$ cat config.mk
export PLATFORM = sky130hd
export DESIGN_NAME = positional_ordered_list
export DESIGN_NICKNAME = d
export VERILOG_FILES = /design/src/rtl/core/pol_pkg.sv /design/src/rtl/core/positional_ordered_list.sv /design/src/rtl/core/pol_dpath.sv /design/src/rtl/core/pol_ctrl.sv
export SDC_FILE = /design/constraint.sdc
export NUM_CORES = 2
export LEC_CHECK = 0
export ABC_AREA = 1
export BUFFER_PORTS_ARGS = -buffer_cell sky130_fd_sc_hd__buf_4
export CAP_MARGIN = 20
export CELL_PAD_IN_SITES_DETAIL_PLACEMENT = 0
export CELL_PAD_IN_SITES_GLOBAL_PLACEMENT = 2
export CORE_UTILIZATION = 45
export DETAILED_ROUTE_END_ITERATION = 12
export PLACE_DENSITY_LB_ADDON = 0.12
export SYNTH_ARGS = -nofsm -noshare
export SYNTH_HDL_FRONTEND = slang
export SYNTH_SLANG_ARGS = --single-unit
$ cat constraint.sdc
create_clock -name clk -period 4.5 [get_ports clk]
set_input_delay 0.9 -clock clk [delete_from_list [all_inputs] [get_ports clk]]
set_output_delay 0.9 -clock clk [all_outputs]
set_load 0.05 [all_outputs]
$ cat src/rtl/core/pol_pkg.sv
// Types and constants shared by the ordered list modules.
package pol_pkg;

  // Fixed field widths of the request and result items.
  localparam int VALUE_W     = 32;
  localparam int POS_W       = 7;
  localparam int FOUND_W     = 6;
  localparam int COUNT_OUT_W = 7;

  // Request actions.
  typedef enum logic [2:0] {
    ACT_APPEND       = 3'd0,
    ACT_PREPEND      = 3'd1,
    ACT_INSERT       = 3'd2,
    ACT_REMOVE_FIRST = 3'd3,
    ACT_REMOVE_LAST  = 3'd4,
    ACT_REMOVE_AT    = 3'd5,
    ACT_SEARCH       = 3'd6,
    ACT_CLEAR        = 3'd7
  } action_t;

  // Result status codes.
  typedef enum logic [1:0] {
    ST_DONE  = 2'd0,
    ST_FULL  = 2'd1,
    ST_EMPTY = 2'd2,
    ST_MISS  = 2'd3
  } status_t;

  // One request item.
  typedef struct packed {
    action_t                    action;
    logic signed [VALUE_W-1:0]  value;
    logic        [POS_W-1:0]    position;
  } request_t;

  // One result item.
  typedef struct packed {
    status_t                    status;
    logic [FOUND_W-1:0]         found_index;
    logic [COUNT_OUT_W-1:0]     entry_count;
  } result_t;

  // Controller states.
  typedef enum logic [2:0] {
    S_IDLE,
    S_MOVE,
    S_PUT,
    S_SEARCH,
    S_REPORT
  } state_t;

  // Commands from the controller to the datapath.
  typedef struct packed {
    logic load;
    logic move;
    logic search;
    logic put;
    logic finish;
  } ctl_cmd_t;

  // Status from the datapath to the controller.
  typedef struct packed {
    logic plan_move;
    logic plan_search;
    logic op_ins;
    logic move_done;
    logic search_done;
  } dp_stat_t;

endpackage

$ cat src/rtl/core/positional_ordered_list.sv
// Top level of the fixed-capacity positional ordered list.
//
//   Channel   Handshake          Payload
//   request   start, busy        request (action, value, position)
//   result    done (one cycle)   result (status, found_index, entry_count)
//
// An item is taken when start is high while busy is low; its result shows on result
// for the single cycle that done is high, the first cycle in which busy is low again.
// Busy stays high while the item runs: an insert shifts the entries from its index k
// toward the tail, then writes the new value, a remove shifts the entries behind k toward
// the head, a search compares from the head to a hit or the end, and a clear or rejected
// item reports directly; the single read and write port moves one entry a cycle.
// Reset empties the list at once; the entry memory itself is not cleared.
// The receiver cannot stall: a new item may be taken in the cycle done is high.
module positional_ordered_list #(
  parameter int CAPACITY = 64
) (
  input  logic              clk,
  input  logic              rst,
  input  logic              start,
  output logic              busy,
  input  pol_pkg::request_t request,
  output logic              done,
  output pol_pkg::result_t  result
);

  pol_pkg::ctl_cmd_t cmd;
  pol_pkg::dp_stat_t stat;

  pol_ctrl u_ctrl (
    .clk   (clk),
    .rst   (rst),
    .start (start),
    .stat  (stat),
    .cmd   (cmd),
    .busy  (busy)
  );

  pol_dpath #(
    .CAPACITY (CAPACITY)
  ) u_dpath (
    .clk     (clk),
    .rst     (rst),
    .request (request),
    .cmd     (cmd),
    .stat    (stat),
    .done    (done),
    .result  (result)
  );

endmodule

$ cat src/rtl/core/pol_dpath.sv
// Datapath of the ordered list: entry memory, count, walk pointer and result.
module pol_dpath #(
  parameter int CAPACITY = 64
) (
  input  logic               clk,
  input  logic               rst,
  input  pol_pkg::request_t  request,
  input  pol_pkg::ctl_cmd_t  cmd,
  output pol_pkg::dp_stat_t  stat,
  output logic               done,
  output pol_pkg::result_t   result
);

  localparam int IW = $clog2(CAPACITY);
  localparam int CW = $clog2(CAPACITY + 1);
  localparam int POS_W = pol_pkg::POS_W;
  localparam int XW = (CW > POS_W) ? CW : POS_W;
  localparam int FW = pol_pkg::FOUND_W;
  localparam int NW = pol_pkg::COUNT_OUT_W;
  localparam int VW = pol_pkg::VALUE_W;

  // Entry memory, one write and one registered read per cycle.
  logic [VW-1:0] mem [CAPACITY];
  logic [VW-1:0] rd_data;

  // Control registers.
  logic [CW-1:0] count;
  logic          pend;
  logic          cmp_v;
  logic          hit;
  logic          op_ins;
  logic          op_rem;
  logic          op_srch;
  logic          op_clr;
  logic          reject_full;
  logic          reject_empty;

  // Payload registers.
  logic [VW-1:0] req_value;
  logic [IW-1:0] at;
  logic [IW-1:0] walk;
  logic [CW-1:0] left;
  logic [IW-1:0] wr_addr;
  logic [IW-1:0] cmp_idx;
  logic [IW-1:0] found;

  // Request decode, used in the cycle the item is taken.
  logic          is_ins;
  logic          is_rem;
  logic          full;
  logic          empty;
  logic          past_end;
  logic [XW-1:0] count_x;
  logic [XW-1:0] pos_x;
  logic [CW-1:0] ins_at;
  logic [CW-1:0] rem_at;

  // Memory port control and end-of-item values.
  logic          mem_we;
  logic [IW-1:0] mem_wa;
  logic [VW-1:0] mem_wd;
  logic [IW-1:0] move_dst;
  logic [CW-1:0] count_next;
  pol_pkg::status_t status_next;
  logic [IW+FW-1:0] found_ext;
  logic [CW+NW-1:0] count_ext;

  // Classify the incoming request and clamp its position.
  always_comb begin
    is_ins   = (request.action == pol_pkg::ACT_APPEND) ||
               (request.action == pol_pkg::ACT_PREPEND) ||
               (request.action == pol_pkg::ACT_INSERT);
    is_rem   = (request.action == pol_pkg::ACT_REMOVE_FIRST) ||
               (request.action == pol_pkg::ACT_REMOVE_LAST) ||
               (request.action == pol_pkg::ACT_REMOVE_AT);
    full     = (count == CW'(CAPACITY));
    empty    = (count == '0);
    count_x  = XW'(count);
    pos_x    = XW'(request.position);
    past_end = (pos_x >= count_x);
    case (request.action)
      pol_pkg::ACT_APPEND:  ins_at = count;
      pol_pkg::ACT_PREPEND: ins_at = '0;
      default:              ins_at = past_end ? count : CW'(pos_x);
    endcase
    case (request.action)
      pol_pkg::ACT_REMOVE_FIRST: rem_at = '0;
      pol_pkg::ACT_REMOVE_LAST:  rem_at = count - CW'(1);
      default:                   rem_at = past_end ? (count - CW'(1)) : CW'(pos_x);
    endcase
  end

  // Plan and progress reported to the controller.
  always_comb begin
    stat.plan_move   = (is_ins && !full) || (is_rem && !empty);
    stat.plan_search = (request.action == pol_pkg::ACT_SEARCH);
    stat.op_ins      = op_ins;
    stat.move_done   = (left == '0) && !pend;
    stat.search_done = hit || ((left == '0) && !cmp_v);
  end

  // A shift copies toward the tail on insert and toward the head on remove.
  assign move_dst = op_ins ? (walk + IW'(1)) : (walk - IW'(1));

  // A pending shift write wins; the new value goes in once the shift drains.
  always_comb begin
    mem_we = pend || cmd.put;
    mem_wa = pend ? wr_addr : at;
    mem_wd = pend ? rd_data : req_value;
  end

  always_ff @(posedge clk) begin
    if (mem_we) begin
      mem[mem_wa] <= mem_wd;
    end
    rd_data <= mem[walk];
  end

  // Count and status at the end of the item.
  always_comb begin
    if (op_clr) begin
      count_next = '0;
    end else if (op_ins) begin
      count_next = count + CW'(1);
    end else if (op_rem) begin
      count_next = count - CW'(1);
    end else begin
      count_next = count;
    end
    if (reject_full) begin
      status_next = pol_pkg::ST_FULL;
    end else if (reject_empty) begin
      status_next = pol_pkg::ST_EMPTY;
    end else if (op_srch && !hit) begin
      status_next = pol_pkg::ST_MISS;
    end else begin
      status_next = pol_pkg::ST_DONE;
    end
    found_ext = (op_srch && hit) ? (IW + FW)'(found) : '0;
    count_ext = (CW + NW)'(count_next);
  end

  // Control registers.
  always_ff @(posedge clk) begin
    if (rst) begin
      count        <= '0;
      pend         <= 1'b0;
      cmp_v        <= 1'b0;
      hit          <= 1'b0;
      done         <= 1'b0;
      op_ins       <= 1'b0;
      op_rem       <= 1'b0;
      op_srch      <= 1'b0;
      op_clr       <= 1'b0;
      reject_full  <= 1'b0;
      reject_empty <= 1'b0;
    end else begin
      done <= cmd.finish;
      if (cmd.load) begin
        pend         <= 1'b0;
        cmp_v        <= 1'b0;
        hit          <= 1'b0;
        op_ins       <= is_ins && !full;
        op_rem       <= is_rem && !empty;
        op_srch      <= (request.action == pol_pkg::ACT_SEARCH);
        op_clr       <= (request.action == pol_pkg::ACT_CLEAR);
        reject_full  <= is_ins && full;
        reject_empty <= is_rem && empty;
      end
      if (cmd.move) begin
        pend <= (left != '0);
      end
      if (cmd.search) begin
        cmp_v <= (left != '0) && !hit;
        if (cmp_v && !hit && (rd_data == req_value)) begin
          hit <= 1'b1;
        end
      end
      if (cmd.finish) begin
        count <= count_next;
      end
    end
  end

  // Payload registers: walk pointer, shift target, compare tag and result.
  always_ff @(posedge clk) begin
    if (cmd.load) begin
      req_value <= request.value;
      if (is_ins) begin
        at   <= IW'(ins_at);
        walk <= IW'(count - CW'(1));
        left <= count - ins_at;
      end else if (is_rem) begin
        at   <= IW'(rem_at);
        walk <= IW'(rem_at + CW'(1));
        left <= count - CW'(1) - rem_at;
      end else begin
        at   <= '0;
        walk <= '0;
        left <= count;
      end
    end
    if (cmd.move && (left != '0)) begin
      wr_addr <= move_dst;
      walk    <= op_ins ? (walk - IW'(1)) : (walk + IW'(1));
      left    <= left - CW'(1);
    end
    if (cmd.search) begin
      if ((left != '0) && !hit) begin
        cmp_idx <= walk;
        walk    <= walk + IW'(1);
        left    <= left - CW'(1);
      end
      if (cmp_v && !hit && (rd_data == req_value)) begin
        found <= cmp_idx;
      end
    end
    if (cmd.finish) begin
      result.status      <= status_next;
      result.found_index <= found_ext[FW-1:0];
      result.entry_count <= count_ext[NW-1:0];
    end
  end

endmodule

$ cat src/rtl/core/pol_ctrl.sv
// Controller state machine that sequences each ordered list item.
module pol_ctrl (
  input  logic               clk,
  input  logic               rst,
  input  logic               start,
  input  pol_pkg::dp_stat_t  stat,
  output pol_pkg::ctl_cmd_t  cmd,
  output logic               busy
);

  pol_pkg::state_t state;
  pol_pkg::state_t state_next;

  // State register.
  always_ff @(posedge clk) begin
    if (rst) begin
      state <= pol_pkg::S_IDLE;
    end else begin
      state <= state_next;
    end
  end

  // Next state.
  always_comb begin
    state_next = state;
    case (state)
      pol_pkg::S_IDLE: begin
        if (start) begin
          if (stat.plan_move) begin
            state_next = pol_pkg::S_MOVE;
          end else if (stat.plan_search) begin
            state_next = pol_pkg::S_SEARCH;
          end else begin
            state_next = pol_pkg::S_REPORT;
          end
        end
      end
      pol_pkg::S_MOVE: begin
        if (stat.move_done) begin
          state_next = stat.op_ins ? pol_pkg::S_PUT : pol_pkg::S_REPORT;
        end
      end
      pol_pkg::S_PUT: begin
        state_next = pol_pkg::S_REPORT;
      end
      pol_pkg::S_SEARCH: begin
        if (stat.search_done) begin
          state_next = pol_pkg::S_REPORT;
        end
      end
      pol_pkg::S_REPORT: begin
        state_next = pol_pkg::S_IDLE;
      end
      default: begin
        state_next = pol_pkg::S_IDLE;
      end
    endcase
  end

  // Commands to the datapath.
  always_comb begin
    cmd  = '0;
    busy = 1'b1;
    case (state)
      pol_pkg::S_IDLE: begin
        busy     = 1'b0;
        cmd.load = start;
      end
      pol_pkg::S_MOVE: begin
        cmd.move = 1'b1;
      end
      pol_pkg::S_PUT: begin
        cmd.put = 1'b1;
      end
      pol_pkg::S_SEARCH: begin
        cmd.search = 1'b1;
      end
      pol_pkg::S_REPORT: begin
        cmd.finish = 1'b1;
      end
      default: begin
        busy = 1'b1;
      end
    endcase
  end

endmodule

* Word level (Yosys, flattened, before mapping) *
Memory sizes are Yosys's and may differ from the RTL's. A register that Yosys moved wholly into a read port is not among the register bits.
Index checks and enable logic that the tools add are counted.

word-level totals
  bits in writable memories = 2048
  output and inout port bits = 17
  memories = 1
  input bits = 45
  ROM bits = 0
  bits in latches = 0
  word-level logic and storage cells = 130
  bits in registers = 104

memory list
  name         words  bits a word  rd ports  clocked after memory_dff  write ports  line             source
  u_dpath.mem  64     32           1         1                         1            pol_dpath.sv:23  logic [VW-1:0] mem [CAPACITY];

cells by class
  divide/modulo/power cells = 0
  bitwise gates (word level) = 0
  $mul = 0
  order comparisons = 1
  eq/ne operators = 16
  muxes and demuxes = 48
  reduce and logical (&&, ||, !) cells = 34
  shifts and indexed selects = 0
  add/sub/neg operators = 8

operator list
  kind                                               number
  2-to-1 mux 7 bit                                   11
  2-to-1 mux 6 bit                                   11
  == test 32 bit                                     1
  2-to-1 mux 32 bit                                  1
  case mux 7 bit (2 select lines)                    2
  2-to-1 mux 3 bit                                   6
  == test 3 bit (second input constant)              5
  zero test 7 bit                                    2
  2-to-1 mux 1 bit                                   14
  subtractor 7 x 1 -> 7 bit (second input constant)  2
  subtractor 7 bit                                   2
  adder 6 x 1 -> 6 bit (second input constant)       2
  == test 3 x 2 -> 1 bit (second input constant)     4
  logical AND 1 bit                                  12
  case mux 3 bit (4 select lines)                    1
  adder 7 x 1 -> 7 bit (second input constant)       1
  == test 7 bit (second input constant)              1
  greater-or-equal comparator 7 bit                  1
  logical OR 1 bit                                   7
  nonzero test 7 bit                                 1
  == test 3 x 1 -> 1 bit (second input constant)     2
  zero test 3 bit                                    2
  != test 2 bit (second input constant)              3
  subtractor 6 x 1 -> 6 bit (second input constant)  1
  5 further kinds                                    12

* Logic depth before layout (Yosys ltp) *
  depth after elaboration = 10
  gate-level depth with buffers = 27
  mapped depth without buffers = 26

* Cells and area by module *
From an unflattened synthesis, not the netlist that was laid out.

unflattened totals
  cell total of the unflattened synthesis = 6828
  area, all modules = 87176.1 sq um

modules (own cells, without submodules)
  module     area each (sq um)  cells each  instances  seq. area each (sq um)
  pol_dpath  86925.9            6786        1          64872.2
  pol_ctrl   250.2              42          1          60.1

* Worst setup path after synthesis *
No wires, ideal clock.

  path type = flip-flop to flip-flop
  start point = register u_ctrl.state[1]
  end point = memory u_dpath.mem[55][0] (netlist bit) (enable)
  arrival time = 3.473 ns
  buffers on the path = 1
  required time = 4.039 ns
  cell stages (with the launch flop) = 8
  setup time = 0.461 ns
  setup slack = 0.566 ns
  period minus slack after synthesis = 3.934 ns
  path through = dfxtp_1 > inv_1 > nor2_1 > inv_1 > o21ai_0 > clkbuf_1 > inv_1 > nor3_1

between the ends
  word-level cells in the longest chain between the ends = 5

RTL lines
  item                                    line              source
  from (decl)                             pol_ctrl.sv:11    pol_pkg::state_t state;
  from (signal assigned)                  pol_ctrl.sv:17    state <= pol_pkg::S_IDLE;
  from (signal assigned)                  pol_ctrl.sv:19    state <= state_next;
  == test 3 x 2 -> 1 bit                  pol_ctrl.sv:64    case (state)
  2-to-1 mux 1 bit                        pol_ctrl.sv:64
  logical OR 1 bit                        pol_dpath.sv:107  mem_we = pend || cmd.put;
  2-to-1 mux 1 bit                        pol_dpath.sv:113  if (mem_we) begin
  2-to-1 mux 1 bit (not written as such)  pol_dpath.sv:114  mem[mem_wa] <= mem_wd;
  to (decl)                               pol_dpath.sv:23

Every way passes these cells.

* Final worst setup path *
  start point = register u_dpath.count[4]
  end point = register u_dpath.left[6]

between the ends
  word-level cells in the longest chain between the ends = 10
  elaborated cells between the ends (all ways) = 14
  those cells by class = 3 x add/sub; 1 x order compare; 10 x mux

RTL lines
  item                                                                            line              source
  from (decl)                                                                     pol_dpath.sv:27   logic [CW-1:0] count;
  from (signal assigned)                                                          pol_dpath.sv:180  count <= count_next;
  subtractor 7 x 1 -> 7 bit or greater-or-equal comparator 7 bit (tied branches)  n/a
  2-to-1 mux 7 bit                                                                pol_dpath.sv:89   default: rem_at = past_end ? (count - CW'(1)) : CW'(pos_x);
  case mux 7 bit (2 select lines)                                                 pol_dpath.sv:86   case (request.action)
  subtractor 7 bit                                                                pol_dpath.sv:196  left <= count - CW'(1) - rem_at;
  2-to-1 mux 7 bit                                                                pol_dpath.sv:193  end else if (is_rem) begin
  2-to-1 mux 7 bit (*)                                                            pol_dpath.sv:189  if (is_ins) begin
  2-to-1 mux 7 bit (*)                                                            pol_dpath.sv:187  if (cmd.load) begin
  2-to-1 mux 7 bit (*)                                                            pol_dpath.sv:203  if (cmd.move && (left != '0)) begin
  2-to-1 mux 7 bit                                                                pol_dpath.sv:209  if ((left != '0) && !hit) begin
  2-to-1 mux 7 bit (*)                                                            pol_dpath.sv:208  if (cmd.search) begin
  to (signal assigned)                                                            pol_dpath.sv:192  left <= count - ins_at;
  to (signal assigned)                                                            pol_dpath.sv:206  left <= left - CW'(1);
  to (signal assigned)                                                            pol_dpath.sv:212  left <= left - CW'(1);
  to (decl)                                                                       pol_dpath.sv:42   logic [CW-1:0] left;

Every way passes the cells marked *; elsewhere a longest branch is shown, timed or not.
A chain may end at the register's enable or synchronous reset.

==> summary.txt <==
status -> completed
Final Hold Viols -> 0
H-tree Lvls -> 4
# nets final -> 6943
setup TNS -> 0 ns
hold_sp -> request[38]
post-synth cell types -> 63
Worst R2R End -> u_dpath.left[6]$_DFF_P_
main flop type after synthesis -> edfxtp_1
Avg Cell Area, Syn -> 12.8 µm²
commonest non-fill, non-tap cell in the layout -> edfxtp_1
Post-CTS Resized -> 0
Max VDD drop -> 0.448 mV
Pwr per Cell Area -> 640 nW/µm²
P&R area growth vs syn -> 13.8%
met3 global-route usage -> 3.50%
Multi-input gate area -> 20400 µm²
routing usage on met2 -> 44.8%
largest net degree at the start of global routing -> 117
commonest non-fill, non-tap cells in the layout -> 2119 x edfxtp_1, 1366 x nor2_1, 1289 x o21ai_0
GR Overflow Total -> 0
gpl congestion -> 0.837
total CTS buffers -> 226
Reg power frac -> 38.6%
Worst Setup EP -> u_dpath.left[6]$_DFF_P_
WP data arrival -> 4.35 ns
critical path required time -> 5.23 ns
Post-synth EDFFs -> 2119
Antenna Violating Nets Remaining -> 0
CTS tree -> yes
hold bufs inserted after CTS -> 0
final slew viol count -> 0
Max Freq -> 277 MHz
# setup viols final -> 0
Psw -> 24.0 mW
total of max-cap violations -> 0
r2r worst-path depth -> 17
register bit total from synthesis -> 2184
RR Startpoint -> u_dpath.count[4]$_SDFFE_PP0P_
WL final -> 276 mm
Clk pwr share -> 27.8%
ys async rst share -> 0%
Sink Count -> 2184
period utilization -> 80.4%
Slew @ Worst Pin -> 1.11 ns
syn nets -> 6889
fillers -> 16500
Setup Skew -> 0.0268 ns
CP peak stage delay -> 0.57 ns
I/O Pins -> 62
Via density -> 5.96
chip width -> 442 µm
startpoint types -> register
core area -> 193000 µm²
Post-Syn Instances -> 6818
Min-Delay Path Class -> in2reg
Syn Std Cell Area -> 87200 µm²
Starting Density -> 45.3%
setup slack, reg-to-reg -> 0.88 ns
HPWL after DPL -> 149 mm
die extent in y -> 442 µm
top fanout value on the critical path -> 13
DIE AREA -> 196000 µm²
first-pass GRT wire length -> 395 mm
Slew Limit Headroom -> 26.2%
YS warnings -> 0
Switching Fraction -> 37.8%
port bufs -> 61
vias post-DR -> 57200
drt pass-1 iters -> 5
CTS Buffer Depth -> 3
Worst Setup End Kind -> register
Worst Setup Path Type -> reg2reg
unrepaired setup endpoints after global routing -> false
Crit-path slowest cell -> dfxtp_1
# DRC -> 0
crit path cell chain -> inv_1, ha_1, nand2_1, nand2_1, a21oi_4, nand2_4, or2_1, a32oi_1, ha_1, nand2_1, inv_1, a21oi_1, nand3_1, nand3_1, nand3_1, nand2_1, nand2_1
Iter 0 DRT Violations -> 6282
LEAKAGE -> 31.9 nW
vias in the first global route -> 54400
Clock Tree Root -> clkbuf_16
crit path launch -> u_dpath.count[4]$_SDFFE_PP0P_
combinational power share -> 33.6%
post-layout min period -> 3.62 ns
total global-route track usage -> 27.9%
total setup buffers inserted after CTS -> 0
initial antenna violation count -> 5
post-DR wirelength/cell -> 28.8 µm
Seq/Total Area, Yosys -> 74.5%
Internal -> 39.5 mW
Std-Cell Rows -> 161
grt met1 use -> 39.6%
most frequent cell on the critical path -> nand2_1
clk_lat worst skew -> 0.87 ns
Register Area -> 65000 µm²
Most Used Layer, Global Route -> met2
layout cells sized above 1 -> 10.7%
hold slack -> 0.202 ns
CTS clk-pin slew, worst paths -> 0.06 ns
-- critical path, delay by kind of cell (launching register included) --
kind                       cells  cell delay, ns
buffers and inverters          2            0.30
and+or+nand+nor               10            1.12
adders and majority gates      2            0.70
AOI/OAI and AO/OA              3            0.79
DFF                            1            0.57
-- final cells by class --
type	instances	area share (%)
tap	2526	3.18
timing repair buffer	293	3.18
clock buffer	313	6.24
clock inverter	99	0.702
sequential	2184	65.4
inverter	160	0.643
multi-input combinational	4007	20.6
antenna	5	0.0126
-- worst min path at each step --
stage | cells after the start | slack [ns] | to
global placement | 0 | 0.41 | u_dpath.found[1]$_DFFE_PP_
detailed placement | 0 | 0.41 | u_dpath.found[2]$_DFFE_PP_
floorplan | 0 | 0.40 | u_dpath.found[0]$_DFFE_PP_
CTS | 1 | 0.13 | u_dpath.req_value[6]$_DFFE_PP_
finish | 1 | 0.20 | u_dpath.req_value[31]$_DFFE_PP_
global route | 1 | 0.16 | u_dpath.req_value[26]$_DFFE_PP_
-- cell families (layout without fill, tap and decap cells) --
group / after synthesis / after routing / share of synthesized area [%]
adder cells (fa/ha/maj): 26 / 26 / 0.382
other: 0 / 5 / 0
AND/OR/NAND/NOR: 1843 / 1843 / 8.34
XOR/XNOR: 29 / 29 / 0.300
AO/OA/AOI/OAI: 2107 / 2107 / 13.5
flip-flops: 2184 / 2184 / 74.5
multiplexers: 2 / 2 / 0.0230
buffers and inverters: 627 / 865 / 2.97
-- synth_stat cells (8+ instances only) --
| library cell | n | share of area (%) |
|---|---|---|
| o221ai_1 | 103 | 1.0 |
| nand4_1 | 9 | 0.065 |
| ha_1 | 25 | 0.36 |
| nor2_1 | 1426 | 6.1 |
| nand2_1 | 251 | 1.1 |
| nand2_2 | 8 | 0.057 |
| a21oi_1 | 53 | 0.30 |
| xnor2_1 | 8 | 0.080 |
| o22ai_1 | 519 | 3.7 |
| nand3_1 | 104 | 0.60 |
| buf_1 | 8 | 0.034 |
| xor2_1 | 20 | 0.20 |
| o21ai_1 | 54 | 0.31 |
| buf_2 | 141 | 0.81 |
| o211ai_1 | 21 | 0.18 |
| clkbuf_1 | 305 | 1.3 |
| o21ai_0 | 1313 | 7.5 |
| inv_1 | 143 | 0.62 |
| nor3_1 | 11 | 0.063 |
| edfxtp_1 | 2119 | 73 |
| buf_4 | 9 | 0.077 |
| dfxtp_1 | 65 | 1.5 |
| inv_2 | 15 | 0.065 |
-- flip-flops by register name, indices dropped and copies added, names as in the netlist, 3 cells and up --
signal and flops:
u_dpath.at 6, u_dpath.count 7, u_dpath.left 7, u_dpath.found 6
u_ctrl.state 3, u_dpath.req_value 32, u_dpath.cmp_idx 6, u_dpath.rd_data 32
u_dpath.wr_addr 6, u_dpath.result 15, u_dpath.walk 6, u_dpath.mem 2048
-- power groups by stage --
stage               logic (mW)  registers [mW]  clock network (mW)
floorplan                 12.8            24.7                   0
global placement          21.3            25.0                   0
detailed placement        21.3            25.0                   0
CTS                       21.4            24.6                17.9
global route              23.1            24.6                18.7
finish                    21.3            24.6                17.6
-- per-stage QoR --
| stage | total power, mW | cells | setup WS, ns | area, µm² | util, % |
|---|---|---|---|---|---|
| 6_report | 63.5 | 9587 | 0.884 | 99300 | 51.5 |
| 5_1_grt | 66.4 | 9583 | 0.558 | 99200 | 51.5 |
| 4_1_cts | 63.9 | 9578 | 0.879 | 99200 | 51.5 |
| 3_5_place_dp | 46.3 | 9166 | 0.712 | 92300 | 47.9 |
| 3_3_place_gp | 46.2 | 9163 | 0.635 | 92200 | 47.9 |
| 2_1_floorplan | 37.5 | 6818 | 0.566 | 87200 | - |
-- per-layer routing --
layer,share of wire (%),up-vias,wire length [µm]
met5,0.0047,-,13
li1,-,25500,-
met3,6.5,383,18100
met2,47,2070,131000
met1,43,29200,119000
met4,3.1,2,8450
No activity file was read; power rests on OpenSTA's default activity.
